File: config.mk
export PLATFORM = sky130hd
export DESIGN_NAME = utf8_input_sanitizer
export DESIGN_NICKNAME = d
export VERILOG_FILES = /design/src/sv/u8s_pkg.sv /design/src/sv/u8s_front.sv /design/src/sv/u8s_core.sv /design/src/sv/u8s_emit.sv /design/src/sv/utf8_input_sanitizer.sv
export SDC_FILE = /design/constraint.sdc
export NUM_CORES = 1
export LEC_CHECK = 0
export ABC_CLOCK_PERIOD_IN_PS = 9100
export BUFFER_PORTS_ARGS = -buffer_cell sky130_fd_sc_hd__buf_4
export CORE_MARGIN = 3
export CORE_UTILIZATION = 26
export CTS_BUF_LIST = sky130_fd_sc_hd__clkbuf_8
export DETAILED_ROUTE_END_ITERATION = 7
export MAX_ROUTING_LAYER = met4
export PLACE_DENSITY = 0.46
export SLEW_MARGIN = 20
export SYNTH_ARGS = -nofsm -noshare
export SYNTH_HDL_FRONTEND = slang
export SYNTH_SLANG_ARGS = --single-unit
File: constraint.sdc
create_clock -name clk_i -period 9.1 [get_ports clk_i]
set_clock_uncertainty 0.1 [all_clocks]
set_input_delay 2.73 -clock clk_i [delete_from_list [all_inputs] [get_ports clk_i]]
set_output_delay 2.73 -clock clk_i [all_outputs]
set_load 0.02 [all_outputs]
File: src/sv/u8s_pkg.sv
package u8s_pkg;

  // default depth of the input queue
  localparam int unsigned FIFO_DEPTH = 4;

  localparam logic [7:0] BYTE_NUL  = 8'h00;
  localparam logic [7:0] BYTE_LF   = 8'h0A;
  localparam logic [7:0] BYTE_FF   = 8'h0C;
  localparam logic [7:0] BYTE_CR   = 8'h0D;
  localparam logic [7:0] REPL_B0   = 8'hEF;
  localparam logic [7:0] REPL_B1   = 8'hBF;
  localparam logic [7:0] REPL_B2   = 8'hBD;
  localparam logic [1:0] CONT_TAG  = 2'b10;

  typedef enum logic [3:0] {
    K_PLAIN,
    K_LF,
    K_CR,
    K_FF,
    K_NUL,
    K_BAD,
    K_LEAD2,
    K_LEAD3,
    K_LEAD4
  } kind_e;

  // classified input transfer
  typedef struct packed {
    logic [7:0] data;
    logic       last;
    kind_e      kind;
  } item_t;

  // group of up to four output bytes, data[0] goes out first
  typedef struct packed {
    logic [3:0][7:0] data;
    logic [2:0]      len;
    logic            last;
  } bundle_t;

  function automatic kind_e classify(input logic [7:0] b);
    kind_e k;
    if (b == BYTE_CR) begin
      k = K_CR;
    end else if (b == BYTE_FF) begin
      k = K_FF;
    end else if (b == BYTE_LF) begin
      k = K_LF;
    end else if (b == BYTE_NUL) begin
      k = K_NUL;
    end else if (b[7] == 1'b0) begin
      k = K_PLAIN;
    end else if (b[7:5] == 3'b110) begin
      k = K_LEAD2;
    end else if (b[7:4] == 4'b1110) begin
      k = K_LEAD3;
    end else if (b[7:3] == 5'b11110) begin
      k = K_LEAD4;
    end else begin
      k = K_BAD;
    end
    return k;
  endfunction

  function automatic logic is_cont(input logic [7:0] b);
    return b[7:6] == CONT_TAG;
  endfunction

endpackage

File: src/sv/u8s_front.sv
module u8s_front #(
  parameter int unsigned FifoDepth = u8s_pkg::FIFO_DEPTH
) (
  input  logic           clk_i,
  input  logic           rst_ni,
  input  logic           in_valid_i,
  output logic           in_ready_o,
  input  logic [7:0]     in_data_i,
  input  logic           in_last_i,
  output logic           item_valid_o,
  input  logic           item_ready_i,
  output u8s_pkg::item_t item_o
);

  localparam int unsigned PtrW = (FifoDepth > 1) ? $clog2(FifoDepth) : 1;
  localparam int unsigned CntW = $clog2(FifoDepth + 1);

  u8s_pkg::item_t mem_q [FifoDepth];
  logic [PtrW-1:0] wr_ptr_q, wr_ptr_d, rd_ptr_q, rd_ptr_d;
  logic [CntW-1:0] cnt_q, cnt_d;
  logic            push, pop;
  u8s_pkg::item_t  new_item;

  assign in_ready_o   = cnt_q != CntW'(FifoDepth);
  assign item_valid_o = cnt_q != '0;
  assign push         = in_valid_i && in_ready_o;
  assign pop          = item_valid_o && item_ready_i;
  assign item_o       = mem_q[rd_ptr_q];

  always_comb begin
    new_item.data = in_data_i;
    new_item.last = in_last_i;
    new_item.kind = u8s_pkg::classify(in_data_i);
    wr_ptr_d = wr_ptr_q;
    rd_ptr_d = rd_ptr_q;
    if (push) begin
      wr_ptr_d = (wr_ptr_q == PtrW'(FifoDepth - 1)) ? '0 : wr_ptr_q + PtrW'(1);
    end
    if (pop) begin
      rd_ptr_d = (rd_ptr_q == PtrW'(FifoDepth - 1)) ? '0 : rd_ptr_q + PtrW'(1);
    end
    cnt_d = cnt_q + CntW'(push) - CntW'(pop);
  end

  always_ff @(posedge clk_i or negedge rst_ni) begin
    if (!rst_ni) begin
      wr_ptr_q <= '0;
      rd_ptr_q <= '0;
      cnt_q    <= '0;
    end else begin
      wr_ptr_q <= wr_ptr_d;
      rd_ptr_q <= rd_ptr_d;
      cnt_q    <= cnt_d;
    end
  end

  always_ff @(posedge clk_i) begin
    if (push) begin
      mem_q[wr_ptr_q] <= new_item;
    end
  end

endmodule

File: src/sv/u8s_core.sv
module u8s_core (
  input  logic             clk_i,
  input  logic             rst_ni,
  input  logic             item_valid_i,
  output logic             item_ready_o,
  input  u8s_pkg::item_t   item_i,
  output logic             bnd_valid_o,
  input  logic             bnd_ready_i,
  output u8s_pkg::bundle_t bnd_o
);

  logic [7:0] buf_q [4];
  logic [7:0] buf_d [4];
  logic [2:0] cnt_q, cnt_d, exp_q, exp_d;
  logic       crp_q, crp_d;
  logic [7:0] rpl_q [3];
  logic [7:0] rpl_d [3];
  logic [1:0] rpl_cnt_q, rpl_cnt_d;
  logic       term_q, term_d;

  logic           src_rpl, src_term, src_fifo, src_ok, go;
  logic [7:0]     b;
  u8s_pkg::kind_e kind;
  logic [7:0]     s [4];
  logic [2:0]     cnt_n;
  logic [1:0]     j;
  logic           found;
  logic [7:0]     tmp [6];
  logic [2:0]     pos;
  u8s_pkg::bundle_t bnd;

  always_comb begin
    src_rpl  = rpl_cnt_q != 2'd0;
    src_term = !src_rpl && term_q;
    src_fifo = !src_rpl && !term_q && item_valid_i;
    src_ok   = src_rpl || term_q || item_valid_i;
    b        = src_rpl ? rpl_q[0] : item_i.data;
    kind     = src_rpl ? u8s_pkg::classify(rpl_q[0]) : item_i.kind;

    buf_d     = buf_q;
    cnt_d     = cnt_q;
    exp_d     = exp_q;
    crp_d     = crp_q;
    term_d    = term_q || (src_fifo && item_i.last);
    bnd.data  = '0;
    bnd.len   = 3'd0;
    bnd.last  = 1'b0;

    // default replay pop: the rest slides to the front
    for (int k = 0; k < 6; k++) begin
      tmp[k] = 8'h00;
    end
    rpl_d[0] = rpl_q[1];
    rpl_d[1] = rpl_q[2];
    rpl_d[2] = 8'h00;
    rpl_cnt_d = src_rpl ? rpl_cnt_q - 2'd1 : rpl_cnt_q;

    // sequence with the current byte placed at the fill point
    for (int k = 0; k < 4; k++) begin
      s[k] = (cnt_q[1:0] == 2'(k)) ? b : buf_q[k];
    end
    cnt_n = cnt_q + 3'd1;
    j     = 2'd0;
    found = 1'b0;
    for (int k = 1; k < 4; k++) begin
      if (!found && 3'(k) < exp_q && !u8s_pkg::is_cont(s[k])) begin
        found = 1'b1;
        j     = 2'(k);
      end
    end
    pos = 3'd0;

    if (src_term) begin
      // end of stream: cut-off sequence becomes a replacement, then terminator
      term_d = 1'b0;
      cnt_d  = 3'd0;
      exp_d  = 3'd0;
      crp_d  = 1'b0;
      bnd.last = 1'b1;
      if (exp_q != 3'd0) begin
        bnd.data = {u8s_pkg::BYTE_NUL, u8s_pkg::REPL_B2, u8s_pkg::REPL_B1,
                    u8s_pkg::REPL_B0};
        bnd.len  = 3'd4;
      end else begin
        bnd.data[0] = u8s_pkg::BYTE_NUL;
        bnd.len     = 3'd1;
      end
    end else if (exp_q == 3'd0) begin
      crp_d = 1'b0;
      if (!(crp_q && kind == u8s_pkg::K_LF)) begin
        case (kind)
          u8s_pkg::K_CR: begin
            bnd.data[0] = u8s_pkg::BYTE_LF;
            bnd.len     = 3'd1;
            crp_d       = 1'b1;
          end
          u8s_pkg::K_FF: begin
            bnd.data[0] = u8s_pkg::BYTE_LF;
            bnd.len     = 3'd1;
          end
          u8s_pkg::K_NUL, u8s_pkg::K_BAD: begin
            bnd.data[2:0] = {u8s_pkg::REPL_B2, u8s_pkg::REPL_B1, u8s_pkg::REPL_B0};
            bnd.len       = 3'd3;
          end
          u8s_pkg::K_LEAD2: begin
            buf_d[0] = b;
            cnt_d    = 3'd1;
            exp_d    = 3'd2;
          end
          u8s_pkg::K_LEAD3: begin
            buf_d[0] = b;
            cnt_d    = 3'd1;
            exp_d    = 3'd3;
          end
          u8s_pkg::K_LEAD4: begin
            buf_d[0] = b;
            cnt_d    = 3'd1;
            exp_d    = 3'd4;
          end
          default: begin
            bnd.data[0] = b;
            bnd.len     = 3'd1;
          end
        endcase
      end
    end else if (cnt_n < exp_q) begin
      buf_d[cnt_q[1:0]] = b;
      cnt_d             = cnt_n;
    end else if (!found) begin
      // well-formed sequence goes out unchanged
      for (int k = 0; k < 4; k++) begin
        bnd.data[k] = s[k];
      end
      bnd.len = exp_q;
      cnt_d   = 3'd0;
      exp_d   = 3'd0;
    end else begin
      // broken sequence: replacement, then replay from the offending byte on
      bnd.data[2:0] = {u8s_pkg::REPL_B2, u8s_pkg::REPL_B1, u8s_pkg::REPL_B0};
      bnd.len       = 3'd3;
      cnt_d         = 3'd0;
      exp_d         = 3'd0;
      for (int k = 1; k < 4; k++) begin
        if (2'(k) >= j && 3'(k) < exp_q) begin
          tmp[pos] = s[k];
          pos      = pos + 3'd1;
        end
      end
      for (int k = 1; k < 3; k++) begin
        if (src_rpl && 2'(k) < rpl_cnt_q) begin
          tmp[pos] = rpl_q[k];
          pos      = pos + 3'd1;
        end
      end
      for (int k = 0; k < 3; k++) begin
        rpl_d[k] = tmp[k];
      end
      rpl_cnt_d = pos[1:0];
    end

    go           = src_ok && (bnd.len == 3'd0 || bnd_ready_i);
    item_ready_o = go && src_fifo;
    bnd_valid_o  = go && bnd.len != 3'd0;
    bnd_o        = bnd;
  end

  always_ff @(posedge clk_i or negedge rst_ni) begin
    if (!rst_ni) begin
      cnt_q     <= 3'd0;
      exp_q     <= 3'd0;
      crp_q     <= 1'b0;
      rpl_cnt_q <= 2'd0;
      term_q    <= 1'b0;
    end else if (go) begin
      cnt_q     <= cnt_d;
      exp_q     <= exp_d;
      crp_q     <= crp_d;
      rpl_cnt_q <= rpl_cnt_d;
      term_q    <= term_d;
    end
  end

  always_ff @(posedge clk_i) begin
    if (go) begin
      buf_q <= buf_d;
      rpl_q <= rpl_d;
    end
  end

`ifndef SYNTHESIS
  a_open_seq: assert property (@(posedge clk_i) disable iff (!rst_ni)
    (exp_q == 3'd0) == (cnt_q == 3'd0))
    else $error("sequence length and fill disagree");

  a_seq_range: assert property (@(posedge clk_i) disable iff (!rst_ni)
    (exp_q != 3'd0) |-> (cnt_q < exp_q && exp_q <= 3'd4 && exp_q != 3'd1))
    else $error("open sequence out of range");

  a_held_bytes: assert property (@(posedge clk_i) disable iff (!rst_ni)
    (4'(cnt_q) + 4'(rpl_cnt_q)) <= 4'd3)
    else $error("held and replayed bytes exceed three");

  a_term_clears: assert property (@(posedge clk_i) disable iff (!rst_ni)
    (go && src_term) |=> (exp_q == 3'd0 && !crp_q && !term_q && rpl_cnt_q == 2'd0))
    else $error("state not cleared after terminator");
`endif

endmodule

File: src/sv/u8s_emit.sv
module u8s_emit (
  input  logic             clk_i,
  input  logic             rst_ni,
  input  logic             bnd_valid_i,
  output logic             bnd_ready_o,
  input  u8s_pkg::bundle_t bnd_i,
  output logic             out_valid_o,
  input  logic             out_ready_i,
  output logic [7:0]       out_data_o,
  output logic             out_last_o
);

  logic [3:0][7:0] data_q, data_d;
  logic [2:0]      cnt_q, cnt_d;
  logic            last_q, last_d;
  logic            pop;

  assign out_valid_o = cnt_q != 3'd0;
  assign pop         = out_valid_o && out_ready_i;
  assign bnd_ready_o = cnt_q == 3'd0 || (cnt_q == 3'd1 && out_ready_i);
  assign out_data_o  = data_q[0];
  assign out_last_o  = last_q && cnt_q == 3'd1;

  always_comb begin
    data_d = data_q;
    cnt_d  = cnt_q;
    last_d = last_q;
    if (bnd_valid_i && bnd_ready_o) begin
      data_d = bnd_i.data;
      cnt_d  = bnd_i.len;
      last_d = bnd_i.last;
    end else if (pop) begin
      data_d = {8'h00, data_q[3:1]};
      cnt_d  = cnt_q - 3'd1;
    end
  end

  always_ff @(posedge clk_i or negedge rst_ni) begin
    if (!rst_ni) begin
      cnt_q  <= 3'd0;
      last_q <= 1'b0;
    end else begin
      cnt_q  <= cnt_d;
      last_q <= last_d;
    end
  end

  always_ff @(posedge clk_i) begin
    data_q <= data_d;
  end

endmodule

File: src/sv/utf8_input_sanitizer.sv
// channel   dir  tdata             tlast          tuser
// s_axis    in   [7:0] in_byte     in_last        -
// m_axis    out  [7:0] out_byte    out_last       -
//
// an ascii byte is registered in the input queue and again in the output register on its way to the output
// a 2..4 byte sequence is held until complete, then leaves as a burst at one byte a cycle while the output is ready
// a broken sequence replays up to three held bytes, one byte per cycle through the core unless the output stalls it
// after the last input byte the core spends a separate step on the terminator
// reset clears all control state at once; no clearing pass
// input queue and output register stall independently of each other
module utf8_input_sanitizer #(
  parameter int unsigned FifoDepth = u8s_pkg::FIFO_DEPTH
) (
  input  logic       clk_i,
  input  logic       rst_ni,
  input  logic       s_axis_tvalid,
  output logic       s_axis_tready,
  input  logic [7:0] s_axis_tdata,   // [7:0] in_byte
  input  logic       s_axis_tlast,   // in_last
  output logic       m_axis_tvalid,
  input  logic       m_axis_tready,
  output logic [7:0] m_axis_tdata,   // [7:0] out_byte
  output logic       m_axis_tlast    // out_last
);

  // front to core: classified input transfers
  logic             item_valid, item_ready;
  u8s_pkg::item_t   item;

  // core to emitter: groups of output bytes
  logic             bnd_valid, bnd_ready;
  u8s_pkg::bundle_t bnd;

  // input queue with byte classification on entry
  u8s_front #(
    .FifoDepth (FifoDepth)
  ) u_front (
    .clk_i        (clk_i),
    .rst_ni       (rst_ni),
    .in_valid_i   (s_axis_tvalid),
    .in_ready_o   (s_axis_tready),
    .in_data_i    (s_axis_tdata),
    .in_last_i    (s_axis_tlast),
    .item_valid_o (item_valid),
    .item_ready_i (item_ready),
    .item_o       (item)
  );

  // sequence tracking, cr folding, replay of broken sequences, terminator
  u8s_core u_core (
    .clk_i        (clk_i),
    .rst_ni       (rst_ni),
    .item_valid_i (item_valid),
    .item_ready_o (item_ready),
    .item_i       (item),
    .bnd_valid_o  (bnd_valid),
    .bnd_ready_i  (bnd_ready),
    .bnd_o        (bnd)
  );

  // output register, serializes each group one byte per transfer
  u8s_emit u_emit (
    .clk_i       (clk_i),
    .rst_ni      (rst_ni),
    .bnd_valid_i (bnd_valid),
    .bnd_ready_o (bnd_ready),
    .bnd_i       (bnd),
    .out_valid_o (m_axis_tvalid),
    .out_ready_i (m_axis_tready),
    .out_data_o  (m_axis_tdata),
    .out_last_o  (m_axis_tlast)
  );

endmodule

# --- After elaboration in Yosys (flattened, before gate mapping) ---
# Memory sizes are Yosys's and may differ from the RTL's.
# Index checks and enable logic that the tools add are counted.
totals:
  register_bits: 109
  ramBits: 52
  out_inout_bits: 11
  elab_cells: 293
  n_memories: 1
op_classes:
  addsub: 11
  n_lt_le_gt_ge: 19
  n_eq_ne: 36
  n_mux: 133
  bitwise_logic: 8
  reduce_logical: 64
memory_table:
  columns: ["name", "depth", "word_bits", "rd", "rd_clocked_by_memory_dff", "write_ports", "line_no", "text"]
  rows:
  - ["u_front.mem_q", 4, 13, 1, 0, 1, "u8s_front.sv:18", "u8s_pkg::item_t mem_q [FifoDepth];"]
op_table:
  columns: ["operator", "n"]
  rows:
  - ["$mux W48", 16]
  - ["$bwmux W48", 4]
  - ["$mux W8", 20]
  - ["$demux W8 S3", 4]
  - ["$mux W24", 4]
  - ["$mux W32", 3]
  - ["$mux W3", 30]
  - ["$mux W27", 3]
  - ["$mux W35", 2]
  - ["$mux W4", 17]
  - ["$eq A8 B4 Y1 const B", 6]
  - ["$pmux W11 S3", 1]
  - ["$bwmux W32", 1]
  - ["$mux W16", 2]
  - ["$logic_and A1 B1 Y1", 29]
  - ["$mux W2", 10]
  - ["$demux W8 S2", 1]
  - ["$eq A4 B3 Y1 const B", 4]
  - ["$ge A4 B4 Y1 const B", 4]
  - ["$logic_not A8 Y1", 2]
  - ["$lt A4 B1 Y1 const B", 4]
  - ["$not A3 Y4", 4]
  - ["$eq A2 B2 Y1 const B", 7]
  - ["$mux W1", 13]
  - ["44 further kinds", 80]

# --- Longest topological paths before layout ---
logic_depth:
  ltp_word: 51
  mapped_depth: 20
  mapped_depth_nobuf: 18

# --- Hierarchy ---
# From an unflattened synthesis, not the netlist that was laid out.
hier_totals:
  cells_unflattened: 757
  hier_area_um2: 8924.8
modules_own_cells:
  columns: ["mod", "n_inst", "cells_per_inst", "area_per_inst_um2", "seq_area_each_um2"]
  rows:
  - ["u8s_core", 1, 524, 4689.5, 1931.9]
  - ["u8s_front", 1, 123, 2411.1, 1736.7]
  - ["u8s_emit", 1, 110, 1824.2, 1061.0]

# --- Least setup slack after synthesis ---
# Ideal clock, no wire load.
synth_path:
  path_kind: "in2reg"
  from: "in m_axis_tready"
  to: "reg u_emit.cnt_q[1]"
  setup_time_ps: 77
  arrival_time_ps: 5856
  required_time_ps: 8923
  setup_slack_ps: 3067
  cell_stages: 5
  path_cell_list: "a21oi_1 nor2_1 nand2_1 o21ai_0 o221a_1"
synth_between:
  elab_chain_cells: 7
synth_lines:
  columns: ["element", "line_no", "text"]
  rows:
  - ["from (decl)", "utf8_input_sanitizer.sv:21", "input logic m_axis_tready,"]
  - ["$logic_and A1 B1 Y1", "u8s_emit.sv:20", "assign bnd_ready_o = cnt_q == 3'd0 || (cnt_q == 3'd1 && out_ready_i);"]
  - ["$logic_or A1 B1 Y1", "u8s_emit.sv:20", null]
  - ["$logic_or A1 B1 Y1", "u8s_core.sv:161", "go = src_ok && (bnd.len == 3'd0 || bnd_ready_i);"]
  - ["$logic_and A1 B1 Y1", "u8s_core.sv:161", null]
  - ["$logic_and A1 B1 Y1", "u8s_core.sv:163", "bnd_valid_o = go && bnd.len != 3'd0;"]
  - ["$logic_and A1 B1 Y1", "u8s_emit.sv:28", "if (bnd_valid_i && bnd_ready_o) begin"]
  - ["$mux W3 or $reduce_bool A2 Y1 (tied branches)", null, null]
  - ["to (signal assigned)", "u8s_emit.sv:43", "cnt_q <= cnt_d;"]
  - ["to (decl)", "u8s_emit.sv:14", "logic [2:0] cnt_q, cnt_d;"]
# Several ways; a longest one is shown, not always the timed one.
# A chain may end at the register's enable or synchronous reset.

==> flow_summary.json <==
{
  "grt_max_degree": 37,
  "max_freq_mhz": 174,
  "cap_violations": 0,
  "crit_path_max_incr_delay_ps": 860,
  "r2r_setup_slack_ps": 3350,
  "r2r_end": "u_core.rpl_q[12]$_DFFE_PN_",
  "critPathMaxFanout": 20,
  "avgRoutedWirePerCell_um": 19.1,
  "drive_gt1_share_pct": 15.4,
  "min_period_ps": 5750,
  "layout.nets": 787,
  "gp_congestion": 0.831,
  "postCtsHoldBufs": 0,
  "yosysWarnings": 0,
  "drc_errors": 0,
  "num_antenna_cells": 0,
  "worst-path-buf-inv": 1,
  "async_flop_share_pct": 13.0,
  "synth_cell_types": 83,
  "setup_tns_ps": 0,
  "seq_area_frac_synth_pct": 54.2,
  "ioPinCount": 24,
  "setup_viol": 0,
  "synthesis.nets": 780,
  "clockRootBuffer": "clkbuf_8",
  "rsz0062_at_grt": "false",
  "clk_path_buf_depth": 2,
  "place_hpwl_um": 16200,
  "row_count": 66,
  "worstSetupStartpointType": "flop",
  "route.vias.total": 6053,
  "slew_violations": 0,
  "port_buffers": 23,
  "crit_slowest_cell": "dfrtp_1",
  "slew_headroom_pct": 29.5,
  "die_x_um": 189,
  "critPathRequiredTime_ps": 9200,
  "synthCells": 746,
  "r2r_cells": 14,
  "final_cell_mix": "edfxtp_1 (140), nor2_1 (96), nand2_1 (55)",
  "drt_wl_total_um": 23000,
  "arrival_ps": 5850,
  "min_period_over_period_pct": 63.2,
  "holdPathEnd": "u_core.crp_q$_DFFE_PN0P_",
  "cp_top_family": "compound AO/OA/AOI/OAI gates",
  "clk_latency_ps": 470,
  "first_global_vias": 5833,
  "crit_start": "u_front.rd_ptr_q[1]$_DFFE_PN0P_",
  "path_clk_slew_ps": 90,
  "ys.flop_type": "edfxtp_1",
  "ys_ff_latch": 161,
  "ant_nets": 0,
  "drtPass1Iterations": 7,
  "die-area_sq_um": 35800,
  "netlist_area_sq_um": 8730,
  "worst_slew_pin_slew_ps": 1030,
  "grt_overflow": 0,
  "final_core_utilization_pct": 29.7,
  "cts_sinks": 161,
  "synth_edf_count": 140,
  "hold_path.class": "flop to flop",
  "grtUsageTotal_pct": 13.4,
  "core_sq_um": 32800,
  "avgSynthCellArea_sq_um": 11.7,
  "cts_made_buffers": 17,
  "final_common_cell": "edfxtp_1",
  "die_h_um": 189,
  "cts_tree": "done",
  "cp-end-kind": "flop",
  "initial_core_util_pct": 26.6,
  "h-tree-depth": 4,
  "antenna_found_initial": 0,
  "cts_setup_buffers": 0,
  "syn_to_final_growth_pct": 11.4,
  "timing.rr.start": "u_front.rd_ptr_q[1]$_DFFE_PN0P_",
  "finalHoldViolations": 0,
  "first_iter_violations": 525,
  "post_cts_resized": 0,
  "vias_per_cell": 5.01,
  "timing.final.ws_setup_ps": 3350,
  "grt_pass1_wl_um": 35700,
  "outcome": "finished, final reports clean",
  "holdCritStartpoint": "u_core.crp_q$_DFFE_PN0P_",
  "criticalPathCategory": "flop to flop",
  "holdPathStages": 2,
  "pre_cts_ws_ps": 3410,
  "path_cells": "mux2_1, a22oi_2, o22ai_4, a221oi_1, o31a_1, clkinv_1, fa_1, ha_1, and3_1, o21ai_0, nor2_1, a21oi_1, and2_1, a311oi_1"
}
-- cell type report --
class | count | area, sq um
Clock buffer | 17 | 234
Sequential cell | 161 | 4730
Tap cell | 442 | 553
Clock inverter | 15 | 168
Inverter | 29 | 109
Fill cell | 3330 | 23100
Timing Repair Buffer | 32 | 260
Multi-Input combinational cell | 512 | 3670
-- Yosys cell counts, drive strengths merged, types with 9 or more instances --
cell,number,area share [%]
edfxtp,140,48
nor2,96,4.1
nand2,56,2.4
a21oi,49,2.9
o21ai,40,2.3
inv,28,1.2
mux2,28,4.4
nor3,23,1.3
buf,22,1.8
clkbuf,22,0.96
dfrtp,21,6.0
ha,19,2.7
mux4,12,3.1
a22oi,11,1.0
a211oi,10,0.86
and3,10,0.72
mux2i,10,1.1
nand3,10,0.57
a311oi,9,0.90
and2,9,0.65
nor4b,9,1.6
-- worst reg2reg max path, stage by stage, from the launching register on --
cell and delay [ps]:
dfrtp_1 860, mux2_1 400, a22oi_2 230, o22ai_4 140, a221oi_1 700, o31a_1 270
clkinv_1 290, fa_1 670, ha_1 270, and3_1 140, o21ai_0 200, nor2_1 130
a21oi_1 540, and2_1 400, a311oi_1 160
-- worst max path at each step --
stage                                              to  slack (ps)  cells after the start
after floorplan           u_emit.cnt_q[1]$_DFFE_PN0P_        3070                      5
after global placement     u_core.rpl_q[13]$_DFFE_PN_        3550                     14
after detailed placement    u_core.rpl_q[9]$_DFFE_PN_        3410                     14
after CTS                  u_core.rpl_q[14]$_DFFE_PN_        3420                     14
after global routing       u_core.rpl_q[13]$_DFFE_PN_        2930                     14
final                      u_core.rpl_q[12]$_DFFE_PN_        3350                     14
-- flip-flops by register name, summed over array words and instances (netlist names) --
signal,flops
u_front.mem_q,52
u_core.buf_q,32
u_core.rpl_q,24
u_emit.data_q,24
u_emit.out_data_o,8
u_core.cnt_q,3
u_core.exp_q,3
u_emit.cnt_q,3
u_front.cnt_q,3
u_core.rpl_cnt_q,2
u_front.rd_ptr_q,2
u_front.wr_ptr_q,2
u_core.crp_q,1
u_core.term_q,1
u_emit.last_q,1
-- routing by layer --
metal / GRT usage [%] / part of all wire, % / vias up
li1: - / - / 2855
met1: 18.8 / 49 / 3028
met2: 19.7 / 45 / 149
met3: 2.85 / 5.4 / 21
met4: 3.24 / 1.2 / 0
met5: - / 0 / -
-- metrics by stage --
step / cells / instance area, sq um / hold WS (ps)
final: 1208 / 9720 / 424
after global routing: 1208 / 9720 / 453
after CTS: 1208 / 9720 / 427
after detailed placement: 1176 / 9320 / 406
after global placement: 1175 / 9290 / 404
after floorplan: 746 / 8730 / 374
-- logic make-up after synthesis --
kind of cell / count (synthesis) / synth area share, %
AO/OA/AOI/OAI: 184 / 14.9
XOR/XNOR: 6 / 0.602
adder cells (fa/ha/maj): 21 / 3.18
buffers and inverters: 73 / 3.97
flip-flops: 161 / 54.2
multiplexers: 50 / 8.63
AND/OR/NAND/NOR: 251 / 14.5
Power is not shown: default switching activity piles up to over one toggle a cycle in this logic, so the estimate is an artifact.
